===== src/rtl/assert_macros.svh =====
// Assertion macros shared by the packetizer RTL.
// No dependencies; included by the files that carry assertions.
`ifndef ASSERT_MACROS_SVH
`define ASSERT_MACROS_SVH

// Clocked check, switched off while reset is high.
`define MPK_ASSERT(lbl, clk, rst, prop, msg) \
   lbl: assert property (@(posedge clk) disable iff (rst) prop) else $error(msg);

// Clocked check that holds during reset as well.
`define MPK_ASSERT_ALWAYS(lbl, clk, prop, msg) \
   lbl: assert property (@(posedge clk) prop) else $error(msg);

`endif


===== src/rtl/mpk_pkg.sv =====
// Shared types and constants of the program-stream packetizer.
// No dependencies; imported by every module of the block.
`timescale 1ns / 1ps
`default_nettype none

package mpk_pkg;

   // Default packet size in bytes
   localparam int MPK_PKT_SIZE = 2048;

   // Fixed field widths
   localparam int MPK_OFF_W   = 24;
   localparam int MPK_TICK_W  = 32;
   localparam int MPK_PAD_W   = 12;
   localparam int MPK_PROD_W  = MPK_OFF_W + MPK_TICK_W;
   localparam int MPK_DCNT_W  = $clog2(MPK_PROD_W + 1);
   localparam int MPK_IDX_W   = 5;

   // Header lengths
   localparam logic [MPK_IDX_W-1:0] MPK_HDR_BASE  = 5'd11;
   localparam logic [MPK_IDX_W-1:0] MPK_SCR_BYTES = 5'd8;
   localparam logic [MPK_IDX_W-1:0] MPK_AC3_BYTES = 5'd4;
   localparam logic [MPK_IDX_W-1:0] MPK_SCR_POS   = 5'd4;

   // Header byte values
   localparam logic [7:0] MPK_START_PFX = 8'h01;
   localparam logic [7:0] MPK_PACK_CODE = 8'hba;
   localparam logic [7:0] MPK_AC3_SID   = 8'hbd;
   localparam logic [7:0] MPK_FLAG_BYTE = 8'h0f;

   // Register indexes on the configuration port
   localparam logic MPK_REG_PACK_MODE = 1'b0;
   localparam logic MPK_REG_AC3_MODE  = 1'b1;

   typedef enum logic [2:0] {
      ST_IDLE,
      ST_MUL,
      ST_DSTART,
      ST_DIV,
      ST_HDR,
      ST_BYTE
   } mpk_state_type;

   typedef struct packed {
      logic accept;
      logic mul_en;
      logic div_start;
      logic hdr_load;
      logic byte_load;
   } mpk_cmd_type;

   typedef struct packed {
      logic need_hdr;
      logic need_clk;
      logic div_busy;
      logic div_done;
      logic hdr_last;
      logic out_free;
   } mpk_sts_type;

endpackage

`default_nettype wire


===== src/rtl/mpk_div.sv =====
// Restoring divider, one quotient bit per cycle, for the clock interpolation.
// Depends on mpk_pkg.
`timescale 1ns / 1ps
`default_nettype none

module mpk_div (
   input  wire                                   clock,
   input  wire                                   reset,
   input  wire                                   start,
   input  wire  [mpk_pkg::MPK_PROD_W-1:0]        dividend,
   input  wire  [mpk_pkg::MPK_OFF_W-1:0]         divisor,
   output logic                                  busy,
   output logic                                  done,
   output logic [mpk_pkg::MPK_TICK_W-1:0]        quotient,
   output logic                                  rem_nz
);
   import mpk_pkg::*;

   logic                   busy_ff, busy_in;
   logic                   done_ff, done_in;
   logic [MPK_DCNT_W-1:0]  cnt_ff, cnt_in;
   logic [MPK_PROD_W-1:0]  dvd_ff, dvd_in;
   logic [MPK_OFF_W-1:0]   rem_ff, rem_in;
   logic [MPK_TICK_W-1:0]  quo_ff, quo_in;
   logic [MPK_OFF_W:0]     trial;
   logic                   fits;

   // One shift-subtract step
   always_comb begin
      trial = {rem_ff, dvd_ff[MPK_PROD_W-1]};
      fits  = trial >= {1'b0, divisor};
   end

   always_comb begin
      busy_in = busy_ff;
      done_in = 1'b0;
      cnt_in  = cnt_ff;
      dvd_in  = dvd_ff;
      rem_in  = rem_ff;
      quo_in  = quo_ff;
      if (start) begin
         busy_in = 1'b1;
         cnt_in  = MPK_DCNT_W'(MPK_PROD_W);
         dvd_in  = dividend;
         rem_in  = '0;
         quo_in  = '0;
      end else if (busy_ff) begin
         dvd_in = {dvd_ff[MPK_PROD_W-2:0], 1'b0};
         rem_in = fits ? MPK_OFF_W'(trial - {1'b0, divisor}) : trial[MPK_OFF_W-1:0];
         // upper quotient bits fall off: only the low word is kept
         quo_in = {quo_ff[MPK_TICK_W-2:0], fits};
         cnt_in = cnt_ff - 1'b1;
         if (cnt_ff == MPK_DCNT_W'(1)) begin
            busy_in = 1'b0;
            done_in = 1'b1;
         end
      end
   end

   always_ff @(posedge clock) begin
      if (reset) begin
         busy_ff <= 1'b0;
         done_ff <= 1'b0;
         cnt_ff  <= '0;
      end else begin
         busy_ff <= busy_in;
         done_ff <= done_in;
         cnt_ff  <= cnt_in;
      end
      dvd_ff <= dvd_in;
      rem_ff <= rem_in;
      quo_ff <= quo_in;
   end

   assign busy     = busy_ff;
   assign done     = done_ff;
   assign quotient = quo_ff;
   assign rem_nz   = rem_ff != '0;

endmodule

`default_nettype wire


===== src/rtl/mpk_ctrl.sv =====
// Packetizer controller: sequences accept, clock interpolation, header and payload.
// Depends on mpk_pkg and assert_macros.svh.
`timescale 1ns / 1ps
`default_nettype none
`include "assert_macros.svh"

module mpk_ctrl (
   input  wire                    clock,
   input  wire                    reset,
   input  wire                    req_valid,
   output logic                   req_ready,
   input  mpk_pkg::mpk_sts_type   sts,
   output mpk_pkg::mpk_cmd_type   cmd
);
   import mpk_pkg::*;

   mpk_state_type state_ff, state_in;

   // Next state
   always_comb begin
      state_in = state_ff;
      unique case (state_ff)
         ST_IDLE: begin
            if (req_valid) begin
               if (sts.need_clk)      state_in = ST_MUL;
               else if (sts.need_hdr) state_in = ST_HDR;
               else                   state_in = ST_BYTE;
            end
         end
         ST_MUL:    state_in = ST_DSTART;
         ST_DSTART: state_in = ST_DIV;
         ST_DIV: begin
            if (sts.div_done) state_in = ST_HDR;
         end
         ST_HDR: begin
            if (sts.out_free && sts.hdr_last) state_in = ST_BYTE;
         end
         ST_BYTE: begin
            if (sts.out_free) state_in = ST_IDLE;
         end
         default: state_in = ST_IDLE;
      endcase
   end

   // Commands to the datapath; no transfer is taken while reset is high
   always_comb begin
      cmd       = '0;
      req_ready = 1'b0;
      unique case (state_ff)
         ST_IDLE: begin
            req_ready  = !reset;
            cmd.accept = req_valid && !reset;
         end
         ST_MUL:    cmd.mul_en    = 1'b1;
         ST_DSTART: cmd.div_start = 1'b1;
         ST_DIV:    ;
         ST_HDR:    cmd.hdr_load  = sts.out_free;
         ST_BYTE:   cmd.byte_load = sts.out_free;
         default:   ;
      endcase
   end

   always_ff @(posedge clock) begin
      if (reset) begin
         state_ff <= ST_IDLE;
      end else begin
         state_ff <= state_in;
      end
   end

   `MPK_ASSERT_ALWAYS(a_one_load, clock, !(cmd.hdr_load && cmd.byte_load), "two loads at once")
   `MPK_ASSERT(a_done_in_div, clock, reset, (sts.div_done |-> state_ff == ST_DIV), "stray div done")
   `MPK_ASSERT(a_hdr_no_div, clock, reset, (state_ff == ST_HDR |-> !sts.div_busy), "header during div")

endmodule

`default_nettype wire


===== src/rtl/mpk_dp.sv =====
// Packetizer datapath: input hold, stream state, clock interpolation, header
// bytes and the output register. Depends on mpk_pkg, mpk_div, assert_macros.svh.
`timescale 1ns / 1ps
`default_nettype none
`include "assert_macros.svh"

module mpk_dp #(
   parameter int PKT_SIZE = mpk_pkg::MPK_PKT_SIZE
) (
   input  wire                                clock,
   input  wire                                reset,
   input  wire                                pack_mode,
   input  wire                                ac3_mode,
   input  wire  [7:0]                         req_data_byte,
   input  wire  [7:0]                         req_stream_id,
   input  wire                                req_seg_first,
   input  wire  [mpk_pkg::MPK_OFF_W-1:0]      req_seg_bytes,
   input  wire  [mpk_pkg::MPK_TICK_W-1:0]     req_start_ticks,
   input  wire  [mpk_pkg::MPK_TICK_W-1:0]     req_end_ticks,
   input  mpk_pkg::mpk_cmd_type               cmd,
   output mpk_pkg::mpk_sts_type               sts,
   output logic                               rsp_valid,
   input  wire                                rsp_ready,
   output logic [7:0]                         rsp_out_byte,
   output logic                               rsp_run_last,
   output logic                               rsp_packet_end,
   output logic [mpk_pkg::MPK_PAD_W-1:0]      rsp_pad_owed
);
   import mpk_pkg::*;

   localparam int PL_W = $clog2(PKT_SIZE + 1);
   localparam logic [PL_W-1:0] PL_FULL   = PL_W'(PKT_SIZE);
   localparam logic [15:0]     LEN_SHORT = 16'(PKT_SIZE - 10);
   localparam logic [15:0]     LEN_LONG  = 16'(PKT_SIZE - 18);

   // Held input item
   logic [7:0]            data_ff, sid_ff;
   logic [MPK_OFF_W-1:0]  segb_ff;
   logic [MPK_TICK_W-1:0] start_ff, end_ff;

   // Stream state
   logic [MPK_OFF_W-1:0]  off_ff, off_in;
   logic [PL_W-1:0]       pl_ff, pl_in;
   logic [MPK_IDX_W-1:0]  idx_ff, idx_in;
   logic [MPK_TICK_W-1:0] clk_ff;

   // Interpolation
   logic                  neg_ff;
   logic [MPK_PROD_W-1:0] prod_ff;
   logic [MPK_TICK_W:0]   diff;
   logic [MPK_TICK_W-1:0] mag;
   logic                  div_busy, div_done, div_rem_nz;
   logic [MPK_TICK_W-1:0] div_q, q_adj;

   // Output register
   logic                  out_valid_ff, out_valid_in;
   logic [7:0]            out_byte_ff, out_byte_in;
   logic                  out_last_ff, out_last_in;
   logic                  out_pe_ff, out_pe_in;
   logic [MPK_PAD_W-1:0]  out_pad_ff, out_pad_in;

   // Header shape and payload step
   logic [MPK_IDX_W-1:0]  hdr_len;
   logic [MPK_IDX_W-1:0]  hdr_last_idx;
   logic [PL_W-1:0]       pl_start;
   logic [15:0]           len_field;
   logic [PL_W-1:0]       pl_dec;
   logic [MPK_OFF_W-1:0]  off_inc;
   logic                  out_free;

   function automatic logic [7:0] hdr_byte(
      input logic [MPK_IDX_W-1:0]  idx,
      input logic                  pack,
      input logic                  ac3,
      input logic [7:0]            sid,
      input logic [MPK_TICK_W-1:0] t,
      input logic [15:0]           len
   );
      logic [MPK_IDX_W-1:0] j;
      begin
         // without the clock reference the later bytes move up
         j = (!pack && idx >= MPK_SCR_POS) ? idx + MPK_SCR_BYTES : idx;
         case (j)
            5'd2:    hdr_byte = MPK_START_PFX;
            5'd3:    hdr_byte = MPK_PACK_CODE;
            5'd4:    hdr_byte = {2'b00, 1'b1, 2'b00, t[31], t[30], 1'b1};
            5'd5:    hdr_byte = t[29:22];
            5'd6:    hdr_byte = {t[21:15], 1'b1};
            5'd7:    hdr_byte = t[14:7];
            5'd8:    hdr_byte = {t[6:0], 1'b1};
            5'd14:   hdr_byte = MPK_START_PFX;
            5'd15:   hdr_byte = ac3 ? MPK_AC3_SID : sid;
            5'd16:   hdr_byte = len[15:8];
            5'd17:   hdr_byte = len[7:0];
            5'd18:   hdr_byte = MPK_FLAG_BYTE;
            5'd19:   hdr_byte = sid;
            default: hdr_byte = 8'h00;
         endcase
      end
   endfunction

   // Header length for the current modes
   always_comb begin
      hdr_len      = MPK_HDR_BASE + (pack_mode ? MPK_SCR_BYTES : '0)
                     + (ac3_mode ? MPK_AC3_BYTES : '0);
      hdr_last_idx = hdr_len - 1'b1;
      pl_start     = PL_FULL - PL_W'(hdr_len);
      len_field    = pack_mode ? LEN_LONG : LEN_SHORT;
   end

   // |end - start| and its sign
   always_comb begin
      diff = {1'b0, end_ff} - {1'b0, start_ff};
      mag  = diff[MPK_TICK_W] ? (~diff[MPK_TICK_W-1:0] + 1'b1) : diff[MPK_TICK_W-1:0];
   end

   mpk_div u_div (
      .clock    (clock),
      .reset    (reset),
      .start    (cmd.div_start),
      .dividend (prod_ff),
      .divisor  (segb_ff),
      .busy     (div_busy),
      .done     (div_done),
      .quotient (div_q),
      .rem_nz   (div_rem_nz)
   );

   // Floor for a negative numerator: -q, one less on a remainder
   assign q_adj = neg_ff ? (~div_q + {{(MPK_TICK_W-1){1'b0}}, !div_rem_nz}) : div_q;

   assign out_free = !out_valid_ff || rsp_ready;
   assign pl_dec   = pl_ff - 1'b1;
   assign off_inc  = off_ff + 1'b1;

   // Stream state and output register
   always_comb begin
      off_in       = off_ff;
      pl_in        = pl_ff;
      idx_in       = idx_ff;
      out_valid_in = out_valid_ff && !rsp_ready;
      out_byte_in  = out_byte_ff;
      out_last_in  = out_last_ff;
      out_pe_in    = out_pe_ff;
      out_pad_in   = out_pad_ff;
      if (cmd.accept) begin
         idx_in = '0;
         if (req_seg_first) begin
            off_in = '0;
            pl_in  = '0;
         end
      end
      if (cmd.hdr_load) begin
         out_valid_in = 1'b1;
         out_byte_in  = hdr_byte(idx_ff, pack_mode, ac3_mode, sid_ff, clk_ff, len_field);
         out_last_in  = 1'b0;
         out_pe_in    = 1'b0;
         out_pad_in   = '0;
         idx_in       = idx_ff + 1'b1;
         if (idx_ff == hdr_last_idx) pl_in = pl_start;
      end
      if (cmd.byte_load) begin
         out_valid_in = 1'b1;
         out_byte_in  = data_ff;
         out_last_in  = 1'b1;
         out_pe_in    = 1'b0;
         out_pad_in   = '0;
         off_in       = off_inc;
         pl_in        = pl_dec;
         if (pl_dec == '0) begin
            out_pe_in = 1'b1;
         end else if (off_inc >= segb_ff) begin
            // segment finished with room left: close and report filler
            out_pe_in  = 1'b1;
            out_pad_in = MPK_PAD_W'(pl_dec);
            pl_in      = '0;
         end
      end
   end

   always_ff @(posedge clock) begin
      if (reset) begin
         off_ff       <= '0;
         pl_ff        <= '0;
         idx_ff       <= '0;
         out_valid_ff <= 1'b0;
      end else begin
         off_ff       <= off_in;
         pl_ff        <= pl_in;
         idx_ff       <= idx_in;
         out_valid_ff <= out_valid_in;
      end
      out_byte_ff <= out_byte_in;
      out_last_ff <= out_last_in;
      out_pe_ff   <= out_pe_in;
      out_pad_ff  <= out_pad_in;
   end

   // Input hold, product and clock reference
   always_ff @(posedge clock) begin
      if (cmd.accept) begin
         data_ff  <= req_data_byte;
         sid_ff   <= req_stream_id;
         segb_ff  <= req_seg_bytes;
         start_ff <= req_start_ticks;
         end_ff   <= req_end_ticks;
      end
      if (cmd.mul_en) begin
         prod_ff <= MPK_PROD_W'(off_ff) * MPK_PROD_W'(mag);
         neg_ff  <= diff[MPK_TICK_W];
      end
      if (div_done) begin
         clk_ff <= (segb_ff == '0) ? start_ff : start_ff + q_adj;
      end
   end

   // Status
   always_comb begin
      sts.need_hdr = req_seg_first || (pl_ff == '0);
      sts.need_clk = sts.need_hdr && pack_mode;
      sts.div_busy = div_busy;
      sts.div_done = div_done;
      sts.hdr_last = idx_ff == hdr_last_idx;
      sts.out_free = out_free;
   end

   assign rsp_valid      = out_valid_ff;
   assign rsp_out_byte   = out_byte_ff;
   assign rsp_run_last   = out_last_ff;
   assign rsp_packet_end = out_pe_ff;
   assign rsp_pad_owed   = out_pad_ff;

   `MPK_ASSERT(a_byte_open, clock, reset, (cmd.byte_load |-> pl_ff != '0), "payload with no packet open")
   `MPK_ASSERT(a_idx_range, clock, reset, (cmd.hdr_load |-> idx_ff <= hdr_last_idx), "header index overrun")
   `MPK_ASSERT(a_load_shown, clock, reset, (cmd.byte_load |=> rsp_valid), "payload byte not presented")

endmodule

`default_nettype wire


===== src/rtl/mpeg_ps_packetizer.sv =====
// Top level of the program-stream packetizer: register port, controller, datapath.
// Depends on mpk_pkg, mpk_ctrl, mpk_dp (and mpk_div below it).
//
//   channel  ports        handshake         carries
//   req      req_*        valid / ready     one payload byte and segment info
//   rsp      rsp_*        valid / ready     one packet-stream byte with flags
//   csr      p* (APB)     psel/penable      pack_mode at 0x0, ac3_mode at 0x4
//
// A payload byte inside an open packet is accepted, then loaded into the
// output register. An item that opens a packet adds its header bytes
// (11 to 23) first; with pack_mode set it runs, before those, the multiply,
// the divider load, 56 divider steps and the done step.
// Reset is synchronous and clears the stream state; no clearing pass is needed.
// A stalled result port holds the output register and the controller waits.
`timescale 1ns / 1ps
`default_nettype none

module mpeg_ps_packetizer #(
   parameter int PKT_SIZE = mpk_pkg::MPK_PKT_SIZE
) (
   input  wire                                clock,
   input  wire                                reset,
   input  wire                                req_valid,
   output logic                               req_ready,
   input  wire  [7:0]                         req_data_byte,
   input  wire  [7:0]                         req_stream_id,
   input  wire                                req_seg_first,
   input  wire  [mpk_pkg::MPK_OFF_W-1:0]      req_seg_bytes,
   input  wire  [mpk_pkg::MPK_TICK_W-1:0]     req_start_ticks,
   input  wire  [mpk_pkg::MPK_TICK_W-1:0]     req_end_ticks,
   output logic                               rsp_valid,
   input  wire                                rsp_ready,
   output logic [7:0]                         rsp_out_byte,
   output logic                               rsp_run_last,
   output logic                               rsp_packet_end,
   output logic [mpk_pkg::MPK_PAD_W-1:0]      rsp_pad_owed,
   input  wire                                psel,
   input  wire                                penable,
   input  wire                                pwrite,
   input  wire  [2:0]                         paddr,
   input  wire  [31:0]                        pwdata,
   output logic [31:0]                        prdata,
   output logic                               pready
);
   import mpk_pkg::*;

   logic        pack_ff, pack_in;
   logic        ac3_ff, ac3_in;
   logic        wr_en;
   mpk_cmd_type cmd;
   mpk_sts_type sts;

   // Register port
   assign pready = 1'b1;
   assign wr_en  = psel && penable && pwrite;

   always_comb begin
      pack_in = pack_ff;
      ac3_in  = ac3_ff;
      if (wr_en) begin
         unique case (paddr[2])
            MPK_REG_PACK_MODE: pack_in = pwdata[0];
            MPK_REG_AC3_MODE:  ac3_in  = pwdata[0];
            default: ;
         endcase
      end
   end

   always_comb begin
      unique case (paddr[2])
         MPK_REG_PACK_MODE: prdata = {31'b0, pack_ff};
         MPK_REG_AC3_MODE:  prdata = {31'b0, ac3_ff};
         default:           prdata = '0;
      endcase
   end

   always_ff @(posedge clock) begin
      if (reset) begin
         pack_ff <= 1'b1;
         ac3_ff  <= 1'b0;
      end else begin
         pack_ff <= pack_in;
         ac3_ff  <= ac3_in;
      end
   end

   mpk_ctrl u_ctrl (
      .clock     (clock),
      .reset     (reset),
      .req_valid (req_valid),
      .req_ready (req_ready),
      .sts       (sts),
      .cmd       (cmd)
   );

   mpk_dp #(
      .PKT_SIZE (PKT_SIZE)
   ) u_dp (
      .clock           (clock),
      .reset           (reset),
      .pack_mode       (pack_ff),
      .ac3_mode        (ac3_ff),
      .req_data_byte   (req_data_byte),
      .req_stream_id   (req_stream_id),
      .req_seg_first   (req_seg_first),
      .req_seg_bytes   (req_seg_bytes),
      .req_start_ticks (req_start_ticks),
      .req_end_ticks   (req_end_ticks),
      .cmd             (cmd),
      .sts             (sts),
      .rsp_valid       (rsp_valid),
      .rsp_ready       (rsp_ready),
      .rsp_out_byte    (rsp_out_byte),
      .rsp_run_last    (rsp_run_last),
      .rsp_packet_end  (rsp_packet_end),
      .rsp_pad_owed    (rsp_pad_owed)
   );

endmodule

`default_nettype wire

===== config.mk =====
export PLATFORM = sky130hd
export DESIGN_NAME = mpeg_ps_packetizer
export DESIGN_NICKNAME = d
export VERILOG_FILES = /design/src/rtl/mpk_pkg.sv /design/src/rtl/mpk_div.sv /design/src/rtl/mpk_ctrl.sv /design/src/rtl/mpk_dp.sv /design/src/rtl/mpeg_ps_packetizer.sv
export VERILOG_INCLUDE_DIRS = /design/src /design/src/rtl
export SDC_FILE = /design/constraint.sdc
export NUM_CORES = 2
export LEC_CHECK = 0
export ABC_AREA = 1
export BUFFER_PORTS_ARGS = -buffer_cell sky130_fd_sc_hd__clkbuf_2
export CAP_MARGIN = 20
export CORE_ASPECT_RATIO = 0.8
export CORE_UTILIZATION = 60
export CTS_CLUSTER_DIAMETER = 200
export DETAILED_ROUTE_END_ITERATION = 8
export PLACE_DENSITY = 0.88
export SETUP_SLACK_MARGIN = 0.02
export SLEW_MARGIN = 20
export SYNTH_ARGS = -nofsm -noshare
export SYNTH_HDL_FRONTEND = slang
export SYNTH_SLANG_ARGS = --single-unit

===== constraint.sdc =====
create_clock -name clock -period 10.2 [get_ports clock]
set_clock_uncertainty 0.1 [all_clocks]
set_input_delay 1.02 -clock clock [delete_from_list [all_inputs] [get_ports clock]]
set_output_delay 1.02 -clock clock [all_outputs]
set_load 0.01 [all_outputs]

==> run metrics <==
Root Driver clkbuf_16; crit end category flip-flop; routability cong. 1.053; GRT Overall Usage 0.3619; clock buffer depth 3; Sequential Power Share 0.287; Worst R2R Path Depth 43; Internal 3.977 mW; minimum setup slack after placement 549.4 ps; die area 81,540 um2; # hold bufs at CTS 0; sequential fraction of the synthesis area 0.2146; layout cells sized above 1 0.07160; Sw Share 0.4943; worst vdd ir between 100 and 150 uV; Avg Vias per Cell around 5.8; Port Buffers 138; DRT Pass-1 Iters 7; CTS Sinks between 300 and 400; commonest non-fill, non-tap cell in the layout nand2_1; post-synth top area share 0.2743; Final Setup Violations 0; average size of a mapped cell slightly below 8 um2; max-cap violations 0; leakage power 26.47 nW; Worst path max stage delay 570 ps; Worst Hold Depth 2; area leader, netlist fa_1; H-tree levels 2; CP Max Fanout 16; yosys warns 0; final slew viol count 0; final core occ 0.6499; Initial Util 0.6091; P&R area growth vs syn 6.698%; Final Hold Violating Endpoints 0; num rows 92; slack of the critical path 444.4 ps; Mapped Cells 6,077; routed wire length per instance 20.23 um; setup tns final 0 ps; Post-synth EDFFs 270; post-route ant nets 0; clock network fraction of design power 0.174; highest clock rate between 100 and 150 MHz; via count 42,020; CP required about 10,000 ps; most frequent cells in the layout nand2_1 (1,393), inv_1 (1,250), fa_1 (661); Synth Flop Type edfxtp_1; Slew @ Worst Pin 1155 ps; #FFs+latches synth 382; Clock Latency Late Sink about 560 ps; Num CTS Buffers 36; number of global-route vias before repair 41,910; Overall Power 7.864 mW; Final period util 0.9564; filler instances approximately 6,500; largest cells by area after synthesis fa_1 (27%), edfxtp_1 (17%), nand2_1 (11%); antenna violations before repair 4; # DRC 0; slowest CP cell fa_1; HPWL Detailed 118,100 um; Net Switching 3.888 mW; ys async rst share 0; total grt overflow 0; crit path DAT 9960 ps; Ports 204; min cycle time layout 9756 ps; Core ar. 79,200 um2; slew margin rel. 0.2291; DRT Wirelength 146,700 um; RSZ-0062 raised after global routing no; largest net degree at the start of global routing 77; first-pass GRT wire length approximately 230,000 um; pwr dens 152.8 nW/um2; worst min-delay path class reg -> reg; Crit Path Class reg -> reg; DR iter-0 viols 5,186; final net count 7,301; die height 255.6 um; Startpoint Class flip-flop; post-synth cell types 63; Die Span X 319.0 um; Combinational Power Share 0.540; CTS tree done; clk slew on worst S/H paths 70 ps; status complete, no violations; Post-Syn Area 48,240 um2
## critical path: cells and delay by family, from the launching register on
kind | cells | cell delay (ps)
AOI/OAI and AO/OA | 7 | 1220
DFF | 1 | 440
buffers and inverters | 12 | 1380
and+or+nand+nor | 14 | 1890
adders and majority gates | 10 | 4470
## layout make-up
class | instances | area [um2] | share of cell area
tap | 1034 | 1294 | 0.02514
inverter | 1282 | 4831 | 0.09386
multi-input combinational | 4222 | 32160 | 0.6249
clock inverter | 21 | 155.1 | 0.003015
timing repair buffer | 263 | 1662 | 0.03228
antenna | 2 | 5.005 | 0.00009724
sequential | 382 | 10350 | 0.2011
clock buffer | 45 | 1007 | 0.01957
## repair_timing
action | in CTS | in global routing
setup endpoints to repair | 0 | 14
buffers inserted | 0 | 1
resized for setup | 0 | 9
## flip-flops by register name, summed over array words and instances, names as in the netlist, 3 cells and up
register / cells
u_dp.off_ff: 24
u_dp.start_ff: 32
u_dp.clk_ff: 32
u_dp.rsp_out_byte: 8
u_dp.end_ff: 32
u_dp.sid_ff: 8
u_dp.u_div.dvd_ff: 56
u_dp.data_ff: 8
u_ctrl.state_ff: 3
u_dp.u_div.quotient: 32
u_dp.rsp_pad_owed: 12
u_dp.prod_ff: 56
u_dp.idx_ff: 5
u_dp.segb_ff: 24
u_dp.pl_ff: 12
u_dp.u_div.cnt_ff: 6
u_dp.u_div.rem_ff: 24
## stage by stage
| stage | hold slack, ps | cells | instance area [um2] |
|---|---|---|---|
| finish | 377.4 | 7251 | 51470 |
| global route | 405.6 | 7250 | 51460 |
| detailed placement | 367.8 | 7181 | 50230 |
| floorplan | 330.4 | 6107 | 48350 |
| CTS | 377.0 | 7247 | 51390 |
| global placement | 350.2 | 7181 | 50230 |
## path summary, 6_finish.rpt
| path | start | to | slack (ps) |
|---|---|---|---|
| setup / recovery | u_dp.start_ff[0] | u_dp.prod_ff[43] | 440 |
| hold / removal | u_dp.off_ff[22] | u_dp.off_ff[22] | 380 |
| setup reg to reg | u_dp.start_ff[0] | u_dp.prod_ff[43] | 440 |
| hold reg to reg | u_dp.off_ff[22] | u_dp.off_ff[22] | 380 |
## synthesized netlist by cell type, drive strengths merged (103+ instances only)
library cell / number
ha: 306
inv: 1271
edfxtp: 270
a21oi: 262
nand2: 1432
xor2: 103
dfxtp: 112
clkbuf: 126
nand3: 232
fa: 661
o21ai: 169
nor2: 670
## logic make-up after synthesis
logic type,share of synthesized area
AND/OR/NAND/NOR,0.2114
buffers and inverters,0.1222
adder cells (fa/ha/maj),0.3537
AO/OA/AOI/OAI,0.07105
flip-flops,0.2146
XOR/XNOR,0.02690
other,0.0001557
## power groups by stage
stage	registers [mW]	logic (mW)	clock network (mW)
floorplan	2.25	2.60	0
global placement	2.27	3.92	0
detailed placement	2.28	4.02	0
CTS	2.25	4.05	1.37
global route	2.28	4.53	1.43
finish	2.25	4.25	1.36
## metal layers
layer  wire length [um]  up-vias  track usage
met5                 58        -            0
met4               6618        8       0.1351
met3              21240      461       0.1098
met2              61420     2732       0.5324
met1              57380    20010       0.5040
li1                   -    18820            -
No activity file was read; power rests on OpenSTA's default activity.
